`src/utf8d_pkg.sv`:
```
// Shared types and constants for the UTF-8 validating decoder.
// Used by every module under src; depends on nothing.
`timescale 1ns / 1ps

package utf8d_pkg;

    localparam int unsigned BYTE_W   = 8;
    localparam int unsigned CP_W     = 21;
    localparam int unsigned STATUS_W = 3;
    localparam int unsigned REM_W    = 2;
    localparam int unsigned LEN_W    = 3;

    localparam logic [CP_W-1:0] SURR_LO = 21'h00D800;
    localparam logic [CP_W-1:0] SURR_HI = 21'h00DFFF;
    localparam logic [CP_W-1:0] CP_MAX  = 21'h10FFFF;

    // Lead and continuation byte prefixes
    localparam logic [2:0] LEAD2_PFX = 3'b110;
    localparam logic [3:0] LEAD3_PFX = 4'b1110;
    localparam logic [4:0] LEAD4_PFX = 5'b11110;
    localparam logic [1:0] CONT_PFX  = 2'b10;
    localparam logic [BYTE_W-1:0] CONT_MASK = 8'b0011_1111;

    typedef enum logic [STATUS_W-1:0] {
        ST_OK        = 3'd0,
        ST_BAD_LEAD  = 3'd1,
        ST_MISSING   = 3'd2,
        ST_TRUNC     = 3'd3,
        ST_SURROGATE = 3'd4,
        ST_RANGE     = 3'd5
    } utf8d_status_t;

    // One input item as held in the input register
    typedef struct packed {
        logic [BYTE_W-1:0] in_byte;
        logic              last_byte;
    } utf8d_item_t;

    // One result item
    typedef struct packed {
        logic [CP_W-1:0] code_point;
        utf8d_status_t   status;
        logic            string_end;
    } utf8d_result_t;

endpackage

```
`src/utf8d_in_reg.sv`:
```
// Input register stage of the UTF-8 decoder.
// Depends on utf8d_pkg for the item type.
`timescale 1ns / 1ps

module utf8d_in_reg (
    input  logic                 clk,
    input  logic                 rst_n,
    input  logic                 in_valid,
    output logic                 in_ready,
    input  utf8d_pkg::utf8d_item_t in_item,
    input  logic                 advance,
    output logic                 hold_valid,
    output utf8d_pkg::utf8d_item_t hold_item
);
    import utf8d_pkg::*;

    logic        valid_reg;
    logic        valid_next;
    utf8d_item_t item_reg;

    // Take a new item whenever the held one is empty or moves on
    assign in_ready = !valid_reg || advance;

    always_comb
    begin
        valid_next = valid_reg;
        if (in_ready)
        begin
            valid_next = in_valid;
        end
    end

    // Hold valid flag
    always_ff @(posedge clk or negedge rst_n)
    begin
        if (!rst_n)
        begin
            valid_reg <= 1'b0;
        end
        else
        begin
            valid_reg <= valid_next;
        end
    end

    // Capture payload on accept
    always_ff @(posedge clk)
    begin
        if (in_ready && in_valid)
        begin
            item_reg <= in_item;
        end
    end

    assign hold_valid = valid_reg;
    assign hold_item  = item_reg;

endmodule

```
`src/utf8d_decode.sv`:
```
// Sequence state and decode logic of the UTF-8 decoder.
// Depends on utf8d_pkg for types, prefixes and status codes.
`timescale 1ns / 1ps

module utf8d_decode (
    input  logic                   clk,
    input  logic                   rst_n,
    input  logic                   step,
    input  utf8d_pkg::utf8d_item_t item,
    output logic                   emit,
    output utf8d_pkg::utf8d_result_t result
);
    import utf8d_pkg::*;

    logic [REM_W-1:0] rem_reg;
    logic [REM_W-1:0] rem_next;
    logic [LEN_W-1:0] len_reg;
    logic [LEN_W-1:0] len_next;
    logic [CP_W-1:0]  pv_reg;
    logic [CP_W-1:0]  pv_next;

    logic [BYTE_W-1:0] b;
    logic [CP_W-1:0]   acc;
    logic [REM_W-1:0]  rem_dec;

    assign b       = item.in_byte;
    assign acc     = {pv_reg[CP_W-7:0], b[5:0]};
    assign rem_dec = rem_reg - 2'd1;

    // Decode one byte against the current sequence state
    always_comb
    begin
        rem_next          = rem_reg;
        len_next          = len_reg;
        pv_next           = pv_reg;
        emit              = 1'b0;
        result.code_point = '0;
        result.status     = ST_OK;
        result.string_end = item.last_byte;
        if (rem_reg == '0)
        begin
            priority if (b[7] == 1'b0)
            begin
                emit              = 1'b1;
                result.code_point = {{(CP_W-BYTE_W){1'b0}}, b};
            end
            else if (b[7:5] == LEAD2_PFX || b[7:4] == LEAD3_PFX || b[7:3] == LEAD4_PFX)
            begin
                if (item.last_byte)
                begin
                    emit          = 1'b1;
                    result.status = ST_TRUNC;
                end
                else if (b[7:5] == LEAD2_PFX)
                begin
                    rem_next = 2'd1;
                    len_next = 3'd2;
                    pv_next  = {{(CP_W-5){1'b0}}, b[4:0]};
                end
                else if (b[7:4] == LEAD3_PFX)
                begin
                    rem_next = 2'd2;
                    len_next = 3'd3;
                    pv_next  = {{(CP_W-4){1'b0}}, b[3:0]};
                end
                else
                begin
                    rem_next = 2'd3;
                    len_next = 3'd4;
                    pv_next  = {{(CP_W-3){1'b0}}, b[2:0]};
                end
            end
            else
            begin
                emit          = 1'b1;
                result.status = ST_BAD_LEAD;
            end
        end
        else if (b[7:6] != CONT_PFX)
        begin
            // Drop the byte and return to idle
            emit          = 1'b1;
            result.status = ST_MISSING;
            rem_next      = '0;
            len_next      = '0;
            pv_next       = '0;
        end
        else if (rem_dec != '0)
        begin
            if (item.last_byte)
            begin
                emit          = 1'b1;
                result.status = ST_TRUNC;
                rem_next      = '0;
                len_next      = '0;
                pv_next       = '0;
            end
            else
            begin
                rem_next = rem_dec;
                pv_next  = acc;
            end
        end
        else
        begin
            // Sequence complete: check value and go idle
            emit     = 1'b1;
            rem_next = '0;
            len_next = '0;
            pv_next  = '0;
            priority if (len_reg == 3'd3 && acc >= SURR_LO && acc <= SURR_HI)
            begin
                result.status = ST_SURROGATE;
            end
            else if (len_reg == 3'd4 && acc > CP_MAX)
            begin
                result.status = ST_RANGE;
            end
            else
            begin
                result.code_point = acc;
            end
        end
    end

    // Advance state on each consumed item
    always_ff @(posedge clk or negedge rst_n)
    begin
        if (!rst_n)
        begin
            rem_reg <= '0;
            len_reg <= '0;
            pv_reg  <= '0;
        end
        else if (step)
        begin
            rem_reg <= rem_next;
            len_reg <= len_next;
            pv_reg  <= pv_next;
        end
    end

    a_idle_len: assert property (@(posedge clk) disable iff (!rst_n)
        rem_reg == '0 |-> len_reg == '0)
        else $error("sequence length set while idle");

    a_len_cover: assert property (@(posedge clk) disable iff (!rst_n)
        rem_reg != '0 |-> len_reg > {1'b0, rem_reg})
        else $error("sequence length does not cover remaining bytes");

    a_err_zero: assert property (@(posedge clk) disable iff (!rst_n)
        step && emit && result.status != ST_OK |-> result.code_point == '0)
        else $error("error result with nonzero code point");

    a_done_idle: assert property (@(posedge clk) disable iff (!rst_n)
        step && emit |=> rem_reg == '0)
        else $error("state not idle after a result");

endmodule

```
`src/utf8d_out_reg.sv`:
```
// Result register stage of the UTF-8 decoder.
// Depends on utf8d_pkg for the result type.
`timescale 1ns / 1ps

module utf8d_out_reg (
    input  logic                     clk,
    input  logic                     rst_n,
    input  logic                     load,
    input  logic                     load_valid,
    input  utf8d_pkg::utf8d_result_t load_result,
    input  logic                     out_ready,
    output logic                     out_valid,
    output logic                     advance,
    output utf8d_pkg::utf8d_result_t out_result
);
    import utf8d_pkg::*;

    logic          valid_reg;
    logic          valid_next;
    utf8d_result_t result_reg;

    // Move on when the register is empty or its item is being taken
    assign advance = !valid_reg || out_ready;

    always_comb
    begin
        valid_next = valid_reg;
        if (advance)
        begin
            valid_next = load && load_valid;
        end
    end

    always_ff @(posedge clk or negedge rst_n)
    begin
        if (!rst_n)
        begin
            valid_reg <= 1'b0;
        end
        else
        begin
            valid_reg <= valid_next;
        end
    end

    // Capture result payload
    always_ff @(posedge clk)
    begin
        if (advance && load && load_valid)
        begin
            result_reg <= load_result;
        end
    end

    assign out_valid  = valid_reg;
    assign out_result = result_reg;

endmodule

```
`src/utf8_validating_decoder.sv`:
```
// Input accept to result valid passes the input register, then the result register.
// Throughput: one byte item per cycle unless the output stalls; the result register and
// input register refill in the cycle their item moves on; a stall holds one item in each.
// A byte that finishes a sequence or hits an error gives one result; others give none.
// Reset (rst_n low, asynchronous) empties both registers and returns the decoder to idle.
// Top level of the UTF-8 validating decoder; depends on utf8d_pkg and the utf8d_* stages.
`timescale 1ns / 1ps

module utf8_validating_decoder (
    input  logic        clk,
    input  logic        rst_n,
    input  logic        s_tvalid,
    output logic        s_tready,
    input  logic [7:0]  s_tdata,   // [7:0] in_byte
    input  logic        s_tlast,   // last_byte
    output logic        m_tvalid,
    input  logic        m_tready,
    output logic [23:0] m_tdata,   // [20:0] code_point, [23:21] zero
    output logic [2:0]  m_tuser,   // [2:0] status
    output logic        m_tlast    // string_end
);
    import utf8d_pkg::*;

    utf8d_item_t   in_item;
    utf8d_item_t   hold_item;
    logic          hold_valid;
    logic          advance;
    logic          step;
    logic          emit;
    utf8d_result_t dec_result;
    utf8d_result_t out_result;

    assign in_item.in_byte   = s_tdata;
    assign in_item.last_byte = s_tlast;

    utf8d_in_reg u_in (
        .clk        (clk),
        .rst_n      (rst_n),
        .in_valid   (s_tvalid),
        .in_ready   (s_tready),
        .in_item    (in_item),
        .advance    (advance),
        .hold_valid (hold_valid),
        .hold_item  (hold_item)
    );

    // Consume the held item when the result side can take it
    assign step = hold_valid && advance;

    utf8d_decode u_dec (
        .clk    (clk),
        .rst_n  (rst_n),
        .step   (step),
        .item   (hold_item),
        .emit   (emit),
        .result (dec_result)
    );

    utf8d_out_reg u_out (
        .clk         (clk),
        .rst_n       (rst_n),
        .load        (hold_valid),
        .load_valid  (emit),
        .load_result (dec_result),
        .out_ready   (m_tready),
        .out_valid   (m_tvalid),
        .advance     (advance),
        .out_result  (out_result)
    );

    assign m_tdata = {{(24-CP_W){1'b0}}, out_result.code_point};
    assign m_tuser = out_result.status;
    assign m_tlast = out_result.string_end;

endmodule
```
`config.mk`:
```
export PLATFORM = sky130hd
export DESIGN_NAME = utf8_validating_decoder
export DESIGN_NICKNAME = d
export VERILOG_FILES = /design/src/utf8d_pkg.sv /design/src/utf8d_in_reg.sv /design/src/utf8d_decode.sv /design/src/utf8d_out_reg.sv /design/src/utf8_validating_decoder.sv
export SDC_FILE = /design/constraint.sdc
export NUM_CORES = 1
export LEC_CHECK = 0
export ABC_AREA = 1
export ABC_CLOCK_PERIOD_IN_PS = 5200
export BUFFER_PORTS_ARGS = -buffer_cell sky130_fd_sc_hd__buf_2
export CAP_MARGIN = 5
export CELL_PAD_IN_SITES_DETAIL_PLACEMENT = 0
export CELL_PAD_IN_SITES_GLOBAL_PLACEMENT = 2
export CORE_MARGIN = 1.5
export CORE_UTILIZATION = 39
export CTS_BUF_LIST = sky130_fd_sc_hd__clkbuf_16
export CTS_CLUSTER_SIZE = 8
export DETAILED_ROUTE_END_ITERATION = 8
export PLACE_DENSITY = 0.91
export SYNTH_ARGS = -nofsm -noshare
export SYNTH_HDL_FRONTEND = slang
export SYNTH_SLANG_ARGS = --single-unit
```
`constraint.sdc`:
```
create_clock -name clk -period 5.2 [get_ports clk]
set_input_delay 0.26 -clock clk [delete_from_list [all_inputs] [get_ports clk]]
set_output_delay 0.26 -clock clk [all_outputs]
set_load 0.03 [all_outputs]
```
==> impl_metrics.py, run 1 <==
metrics = {
    "drt": {
        "wirelength_um": 4340,
        "wl_per_cell_um": 12.6,
        "final_antenna_net_count": 0,
        "vias": 1619,
        "viasPerCell": 4.69,
        "drt-pass1-iter-count": 4,
        "initialDrtViolationCount": 91,
        "drc": 0,
    },
    "logic_synthesis": {
        "yosysUniqueCellTypes": 29,
        "synth-seq-cells": 56,
        "yosysTopAreaCell": "edfxtp_1",
        "postSynthCellCount": 227,
        "syn-cell-area_um2": 2520,
        "yosysSeqAreaShare_pct": 62.3,
        "synth_top_area_share_pct": 40.5,
        "synth.top_cells.by_area": "edfxtp_1 (40%), dfrtp_1 (22%), o21ai_2 (5.2%)",
        "yosysWarnings": 0,
        "syn_avg_cell_area_um2": 11.1,
    },
    "placement": {
        "dp_hpwl_um": 3140,
        "place_inst": 336,
        "globalplace.congestion": 0.794,
        "placed_area_um2": 2740,
        "port_buffers": 39,
    },
    "cts": {
        "post_cts_buffers": 0,
        "cts_hold_buf": 1,
        "clkTransAtPathRegs_ns": 0.07,
        "cts_tree": "done",
        "clock_sinks": 56,
        "root_buffer": "clkbuf_16",
        "clk_latency_ns": 0.28,
        "cts-resized-gates": 0,
        "clockBufferDepth": 2,
        "numCtsBuffers": 5,
        "cts_max_level": 2,
    },
    "final_layout": {
        "nets": 282,
        "largest_reg_flops": 25,
        "final_cells": 345,
        "area_delta_synth_final_pct": 14.5,
        "final_core_util_pct": 45.7,
        "fillerInstances": 643,
        "final_area_um2": 2890,
        "antenna_cells": 0,
        "drive_gt1_share_pct": 29.9,
    },
    "setup_path": {
        "slowest_delay_ns": 0.45,
        "cp_top_family": "simple AND/OR/NAND/NOR gates",
        "critPathSlowestCell": "nor2_2",
        "path_max_fanout": 16,
        "crit_buf_inv": 4,
        "cp.required_ns": 5.18,
        "arrival_ns": 2.54,
        "cp_cell_sequence": "inv_1, ha_1, inv_4, nand2_2, nor2_4, inv_1, nand2_1, nor2_2, buf_4",
        "cpMostUsedCell": "inv_1",
        "endpoint_kind": "flip-flop",
        "criticalPathCategory": "flip-flop to flip-flop",
        "crit_path_start_kind": "flip-flop",
    },
    "timing": {
        "finalCriticalPeriod_ns": 2.56,
        "fmax_mhz": 390,
        "hold_viol": 0,
        "rsz0062_at_grt": "no",
        "period_share_pct": 49.3,
        "setup_viol": 0,
        "tns_ns": 0,
        "tightest_slew_ns": 0.571,
        "clock_skew_ns": 0.00730,
        "drv_slew": 0,
        "max-slew-margin-rel_pct": 61.9,
    },
    "die": {
        "initial_core_util_pct": 40.0,
        "dieArea_um2": 6960,
        "row_count": 29,
        "die_x_um": 83.4,
        "die_height_um": 83.4,
        "pin_count": 43,
        "core_area_um2": 6310,
    },
    "run": {
        "maxCapViolations": 0,
    },
    "run_status": {
        "status": "complete, no violations",
    },
    "grt": {
        "antenna_found_initial": 0,
        "grt_max_degree": 32,
        "grt_pass1_wl_um": 7570,
        "grt_pass1_vias": 1666,
        "grt_usage_pct": 13.5,
        "grt_overflow": 0,
    },
    "pwr": {
        "seq_power_share_pct": 45.5,
        "combPwrFrac_pct": 30.9,
        "power_density_nw_per_um2": 468,
        "internal_power_uw": 864,
        "cellLeakagePower_nw": 1.23,
        "swShare_pct": 36.1,
        "p_sw_uw": 487,
        "clkPwrFrac_pct": 23.6,
        "peakVddDrop_uv": 180,
    },
    "min_path": {
        "hold_class": "primary input to flip-flop",
    },
}
[cell type report]
| cell class | count | area [µm²] | area share, % |
|---|---|---|---|
| Sequential cell | 56 | 1570 | 54.4 |
| Multi-Input combinational cell | 129 | 734 | 25.4 |
| Timing Repair Buffer | 41 | 213 | 7.37 |
| Inverter | 34 | 133 | 4.59 |
| Clock buffer | 5 | 125 | 4.33 |
| Tap cell | 77 | 96.3 | 3.34 |
| Clock inverter | 3 | 15.0 | 0.520 |
[cells by family after synthesis]
group	Yosys count	share of synthesized area (%)
AND/OR/NAND/NOR	86	16.9
flip-flops	56	62.3
buffers and inverters	44	8.98
AO/OA/AOI/OAI	38	10.7
adder cells (fa/ha/maj)	2	0.992
other	1	0.149
[path summary, 6_finish.rpt]
kind	cells after the start	slack, ns	from	endpoint
worst max-delay path	9	2.64	u_dec.rem_reg[0]	u_out.out_result[19]
worst min-delay path	1	0.15	s_tdata[3]	u_in.hold_item[4]
worst max register to register	9	2.64	u_dec.rem_reg[0]	u_out.out_result[19]
worst min register to register	2	0.52	u_dec.pv_reg[7]	u_dec.pv_reg[13]
max in group asynchronous	2	4.38	rst_n	u_dec.pv_reg[4]
min in group asynchronous	2	0.47	rst_n	u_in.hold_valid
[cells in the mapped netlist, drive strengths merged]
library cell   n
edfxtp        34
inv           34
nor2          31
nand2         30
o21ai         25
dfrtp         22
nand3         21
buf           10
a21oi          7
ha             2
nor3           2
o31ai          2
a211oi         1
a21boi         1
a31oi          1
conb           1
nand3b         1
o22ai          1
or2            1
[power by group through the flow]
stage,logic (mW),registers (mW),clock network (mW)
2_1_floorplan,0.257,0.711,0
3_3_place_gp,0.422,0.624,0
3_5_place_dp,0.424,0.624,0
4_1_cts,0.425,0.617,0.325
5_1_grt,0.459,0.627,0.342
6_report,0.418,0.616,0.318
[per-layer routing]
metal | wire (µm) | part of all wire, % | GRT usage [%]
met4 | 41 | 0.95 | 3.73
met1 | 2020 | 47 | 17.8
met3 | 132 | 3.0 | 2.39
met5 | 0 | 0 | 0
met2 | 2140 | 49 | 23.3
[per-stage QoR]
step           setup WS (ns)  total power [mW]  hold WS (ns)
4_1_cts                 2.62              1.37         0.142
3_3_place_gp            2.71              1.05         0.263
6_report                2.64              1.35         0.148
2_1_floorplan           2.61             0.969       -0.0356
5_1_grt                 2.38              1.43         0.141
3_5_place_dp            2.64              1.05         0.273
[placed cells by master, fill, tap and decap left out, types with 3 or more instances in the layout]
cell	netlist	final
buf_2	0	39
nor2_4	3	3
inv_1	31	32
nand2_2	4	4
nand3_1	15	15
o21ai_0	8	8
clkbuf_16	0	5
nor2_1	28	27
edfxtp_1	34	34
nand3_2	6	6
o21ai_2	15	15
conb_1	1	3
dfrtp_1	22	22
nand2_1	26	26
a21oi_1	7	7
[worst reg2reg max path, delay by kind of cell (launching register included)]
kind                       cells  cell delay (ns)
adders and majority gates      1             0.39
DFF                            1             0.38
and+or+nand+nor                4             0.83
buffers and inverters          4             0.66
Note: power is estimated with default switching activity, not from simulation.
==> inputs of run 2 (changes only) <==
- ABC_CLOCK_PERIOD_IN_PS: 5200 -> 2500
- CORE_UTILIZATION: 39 -> 36
- PLACE_DENSITY: 0.91 -> 0.86
- clock period: 5.2 -> 2.5 ns (I/O delays scaled with it)
==> run 2 against run 1 <==
Against the previous run:
- critical path depth unchanged
- sequential cell count unchanged
- die area rose by 8.0%
- sequential power is 110% higher
- sequential share of layout area decreased by 1.7 points
- register-to-register slack got worse by 2.2 ns
- cell area up 3.2%
- combinational power up 110%
- first-iteration DRC count down 45%
- clock power up 140%
- clock skew barely moved
==> impl_metrics.py, run 2 (synthesized netlist as in run 1, its figures left out) <==
metrics = {
    "run_status": {
        "status": "complete, no violations",
    },
    "setup_path": {
        "r2r_setup_slack_ns": 0.40,
        "endpoint_kind": "flip-flop",
        "path_max_fanout": 25,
        "criticalPathCategory": "flip-flop to flip-flop",
        "crit_path_start_kind": "flip-flop",
        "arrival_ns": 2.06,
        "cp.required_ns": 2.46,
    },
    "grt": {
        "grt_pass1_wl_um": 7470,
        "grt_overflow": 0,
        "grt_max_degree": 32,
        "grt_pass1_vias": 1498,
        "grt_usage_pct": 13.2,
        "antenna_found_initial": 0,
    },
    "die": {
        "die_height_um": 86.7,
        "initial_core_util_pct": 37.1,
        "dieArea_um2": 7520,
        "core_area_um2": 6790,
        "die_x_um": 86.7,
        "pin_count": 43,
        "row_count": 30,
    },
    "drt": {
        "final_antenna_net_count": 0,
        "initialDrtViolationCount": 50,
        "viasPerCell": 4.31,
        "drt-pass1-iter-count": 4,
        "vias": 1590,
        "wirelength_um": 4510,
        "wl_per_cell_um": 12.2,
        "drc": 0,
    },
    "placement": {
        "dp_hpwl_um": 3190,
        "place_inst": 356,
        "globalplace.congestion": 0.837,
        "port_buffers": 39,
    },
    "pwr": {
        "seq_power_share_pct": 43.8,
        "clkPwrFrac_pct": 26.2,
        "power_mw": 2.93,
        "swShare_pct": 34.9,
        "peakVddDrop_uv": 550,
        "p_sw_mw": 1.02,
        "internal_power_mw": 1.90,
        "cellLeakagePower_nw": 1.27,
        "combPwrFrac_pct": 30.0,
        "power_density_nw_per_um2": 982,
    },
    "final_layout": {
        "largest_reg_flops": 25,
        "drive_gt1_share_pct": 29.7,
        "antenna_cells": 0,
        "fillerInstances": 634,
        "final_common_cell": "buf_2",
        "final_core_util_pct": 43.9,
        "area_delta_synth_final_pct": 18.2,
        "most-common-layout-cells": "buf_2 (39), edfxtp_1 (34), inv_1 (31), nor2_1 (27), nand2_1 (26)",
        "nets": 287,
        "final_cells": 369,
    },
    "cts": {
        "root_buffer": "clkbuf_16",
        "numCtsBuffers": 5,
        "cts_max_level": 2,
        "cts-resized-gates": 0,
        "clockBufferDepth": 2,
        "cts_tree": "done",
        "clock_sinks": 56,
        "clkTransAtPathRegs_ns": 0.07,
        "clk_latency_ns": 0.29,
        "post_cts_buffers": 0,
    },
    "min_path": {
        "hold_class": "primary input to flip-flop",
    },
    "timing": {
        "finalCriticalPeriod_ns": 2.10,
        "period_share_pct": 84.0,
        "max-slew-margin-rel_pct": 63.6,
        "fmax_mhz": 476,
        "drv_slew": 0,
        "tightest_slew_ns": 0.546,
        "clock_skew_ns": 0.00698,
        "setup_viol": 0,
        "hold_viol": 0,
        "rsz0062_at_grt": "no",
        "tns_ns": 0,
        "hold_ws_ns": 0.00961,
    },
    "run": {
        "maxCapViolations": 0,
    },
}
run 2: area by class of cell:
type,instances,area [µm²],share of cell area (%)
inverter,34,133,4.45
multi-input combinational,129,734,24.6
timing repair buffer,46,260,8.73
clock inverter,3,37.5,1.26
sequential,56,1570,52.7
clock buffer,5,125,4.20
tap,96,120,4.03
run 2: power by group through the flow:
stage               clock [mW]  sequential [mW]  combinational (mW)
detailed placement           0             1.30               0.882
global placement             0             1.30               0.882
finish                   0.766             1.28               0.877
floorplan                    0             1.48               0.538
global route             0.828             1.30               0.963
CTS                      0.783             1.29               0.888
run 2: path summary, 6_finish.rpt:
path | start | endpoint | depth (start not counted)
min | s_tdata[6] | u_in.hold_item[7] | 1
min in group asynchronous | rst_n | u_dec.pv_reg[8] | 2
min reg2reg | u_dec.pv_reg[2] | u_dec.pv_reg[8] | 2
max reg2reg | u_dec.rem_reg[0] | u_out.out_result[5] | 9
max in group asynchronous | rst_n | u_dec.pv_reg[4] | 2
max | u_dec.rem_reg[0] | u_out.out_result[5] | 9
run 2: routing by layer:
metal / global-route usage [%] / wire [µm] / vias up / share of wire (%)
met1: 18.0 / 2250 / 723 / 50
li1: - / - / 831 / -
met4: 2.64 / 32 / 0 / 0.71
met2: 20.7 / 2080 / 32 / 46
met5: 0 / 0 / - / 0
met3: 4.29 / 156 / 4 / 3.5
run 2: worst max-delay path, cell delays in order, from the launching register on:
cell and delay, ns:
dfrtp_1 0.39, inv_1 0.12, ha_1 0.40, inv_4 0.10
nand2_2 0.16, nor2_4 0.04, inv_1 0.08, nand2_1 0.08
nor2_2 0.07, buf_4 0.32
run 2: stage by stage:
step           instance area, µm²  setup slack (ns)
6_report                     2980             0.400
5_1_grt                      2980             0.243
4_1_cts                      2940             0.399
3_5_place_dp                 2770             0.410
3_3_place_gp                 2770             0.472
2_1_floorplan                2530             0.316
run 2: repair_timing:
| action | in CTS | in global routing |
|---|---|---|
| endpoints found under the hold margin | 22 | 4 |
| setup endpoints to repair | 0 | 0 |
| hold buffers | 1 | 4 |
==> inputs of run 3 (changes only) <==
- ABC_AREA: 1 -> 0
- ABC_CLOCK_PERIOD_IN_PS: 2500 -> 1700
- CORE_UTILIZATION: 36 -> 33
- PLACE_DENSITY: 0.86 -> 0.82
- clock period: 2.5 -> 1.7 ns (I/O delays scaled with it)
==> run 3 against run 2 <==
Against the previous run:
- cell area increased by 23%
- the run now ends with setup timing left
- largest cell class unchanged
- non-clock buffer count up 56
- critical endpoint is now u_out.out_result[20]
- clock power increased by 70%
==> impl_metrics.py, run 3 <==
metrics = {
    "die": {
        "dieArea_um2": 7870,
        "row_count": 31,
        "pin_count": 43,
        "core_area_um2": 7180,
        "initial_core_util_pct": 33.8,
        "die_x_um": 88.7,
        "die_height_um": 88.7,
    },
    "final_layout": {
        "final_core_util_pct": 51.0,
        "largest_reg_flops": 25,
        "fillerInstances": 640,
        "nets": 310,
        "final_cells": 395,
        "antenna_cells": 0,
        "drive_gt1_share_pct": 47.6,
        "final_common_cell": "buf_2",
        "area_delta_synth_final_pct": 50.9,
        "final_area_um2": 3660,
        "most-common-layout-cells": "buf_2 (39), buf_4 (34), edfxtp_1 (34), dfrtp_1 (21), o21ai_0 (20)",
    },
    "cts": {
        "clkTransAtPathRegs_ns": 0.07,
        "clockBufferDepth": 2,
        "cts_tree": "done",
        "numCtsBuffers": 5,
        "cts_max_level": 2,
        "clk_latency_ns": 0.29,
        "clock_sinks": 56,
        "root_buffer": "clkbuf_16",
    },
    "drt": {
        "final_antenna_net_count": 0,
        "wl_per_cell_um": 15.3,
        "viasPerCell": 4.82,
        "drc": 0,
        "wirelength_um": 6040,
        "vias": 1905,
        "initialDrtViolationCount": 73,
        "drt-pass1-iter-count": 4,
    },
    "logic_synthesis": {
        "yosysSeqAreaShare_pct": 64.8,
        "synth_edf_count": 34,
        "async_reset_ff_share_pct": 39.3,
        "synth_ff_type": "edfxtp_1",
        "syn_avg_cell_area_um2": 12.2,
        "synth_common_cells": "o21ai_0 (39), edfxtp_1 (34), dfrtp_1 (22)",
        "synth_top_area_share_pct": 42.1,
        "synth.most_common_cell": "o21ai_0",
        "yosysTopAreaCell": "edfxtp_1",
        "yosysUniqueCellTypes": 42,
        "yosysWarnings": 0,
        "syn-cell-area_um2": 2420,
        "synth.top_cells.by_area": "edfxtp_1 (42%), dfrtp_1 (23%), o21ai_0 (8.1%)",
        "postSynthCellCount": 198,
        "synth-seq-cells": 56,
    },
    "timing": {
        "finalCriticalPeriod_ns": 1.88,
        "clock_skew_ns": 0.00784,
        "period_share_pct": 111,
        "drv_slew": 0,
        "rsz0062_at_grt": "yes",
        "hold_viol": 0,
        "setup_viol": 41,
        "fmax_mhz": 531,
        "setup_ws_ns": -0.183,
        "tightest_slew_ns": 0.525,
        "max-slew-margin-rel_pct": 65.0,
    },
    "setup_path": {
        "r2r_start": "u_dec.rem_reg[1]",
        "critPathSlowestCell": "or3b_4",
        "endpoint_kind": "flip-flop",
        "path_max_fanout": 7,
        "criticalPathCategory": "flip-flop to flip-flop",
        "cpMostUsedCell": "buf_6",
        "cp_top_family": "simple AND/OR/NAND/NOR gates",
        "crit_buf_inv": 4,
        "cp.required_ns": 1.87,
        "cp_cell_sequence": "inv_2, ha_2, buf_6, buf_6, or3b_4, nor3_4, buf_6, and2_4",
        "slowest_delay_ns": 0.38,
        "arrival_ns": 2.05,
        "crit_path_start_kind": "flip-flop",
        "startpoint": "u_dec.rem_reg[1]",
    },
    "min_path": {
        "hold_class": "primary input to flip-flop",
        "hold_start": "m_tready",
    },
    "grt": {
        "grt_max_degree": 23,
        "grt_pass1_vias": 1884,
        "grt_overflow": 0,
        "grt_usage_pct": 16.4,
        "antenna_found_initial": 0,
        "grt_pass1_wl_um": 9440,
    },
    "pwr": {
        "peakVddDrop_uv": 726,
        "cellLeakagePower_nw": 1.52,
        "power_density_nw_per_um2": 1360,
    },
    "placement": {
        "globalplace.congestion": 0.866,
        "dp_worst_setup_slack_ns": -0.541,
        "dp_hpwl_um": 3570,
        "placed_area_um2": 2970,
        "place_inst": 359,
        "port_buffers": 39,
    },
    "run_status": {
        "status": "finished with violations",
        "failed_checks": "setup timing",
    },
    "run": {
        "maxCapViolations": 0,
    },
}
==> run 3: area by class of cell <==
class | instances | area (µm²) | share of cell area (%)
sequential | 56 | 1570 | 43.0
multi-input combinational | 122 | 965 | 26.4
timing repair buffer | 102 | 776 | 21.2
clock buffer | 5 | 125 | 3.42
tap | 99 | 124 | 3.39
clock inverter | 3 | 63.8 | 1.75
inverter | 8 | 30.0 | 0.821
==> run 3: cells by family (layout without fill, tap and decap cells) <==
| logic type | Yosys count | count (layout) | share of synthesized area (%) |
|---|---|---|---|
| AO/OA/AOI/OAI | 62 | 62 | 15.4 |
| flip-flops | 56 | 56 | 64.8 |
| AND/OR/NAND/NOR | 52 | 53 | 12.7 |
| buffers and inverters | 23 | 118 | 4.85 |
| adder cells (fa/ha/maj) | 2 | 2 | 1.03 |
| multiplexers | 2 | 2 | 1.03 |
| other | 1 | 3 | 0.155 |
==> run 3: repair_timing <==
item,4_1_cts,5_1_grt
pin swaps,13,8
endpoints found under the hold margin,32,0
setup buffers,11,3
hold buffers,11,0
setup endpoints to repair,66,70
resized for setup,51,29
gates cloned,5,0
==> run 3: worst paths after layout <==
path | to | slack (ns) | cells past startpoint
setup / recovery | u_out.out_result[20] | -0.18 | 8
hold / removal | u_out.out_valid | 0.02 | 2
setup reg to reg | u_out.out_result[20] | -0.18 | 8
hold reg to reg | u_dec.rem_reg[1] | 0.53 | 1
max in group asynchronous | u_out.out_valid | 0.99 | 2
min in group asynchronous | u_dec.pv_reg[0] | 0.31 | 2
==> run 3: stage by stage <==
step                      total power, mW  hold slack [ns]  setup TNS [ns]
after floorplan                      2.68           -0.211           -7.29
after global placement               3.14           0.0893          -15.62
after detailed placement             3.16           0.0854          -19.37
after CTS                            4.83           0.0177           -4.87
after global routing                 5.20           0.0234           -7.37
final                                4.98           0.0181           -3.97
==> run 3: report_power, final <==
| group | switching, mW | internal [mW] |
|---|---|---|
| sequential | 0.105 | 1.70 |
| clock | 0.461 | 0.839 |
| combinational | 1.04 | 0.832 |
==> run 3: per-layer routing <==
metal / GRT usage [%] / routed length [µm] / vias to the layer above
met5: 0 / 0 / -
met4: 6.11 / 112 / 0
met3: 3.82 / 269 / 11
met2: 27.7 / 3000 / 58
met1: 20.4 / 2650 / 926
li1: - / - / 910
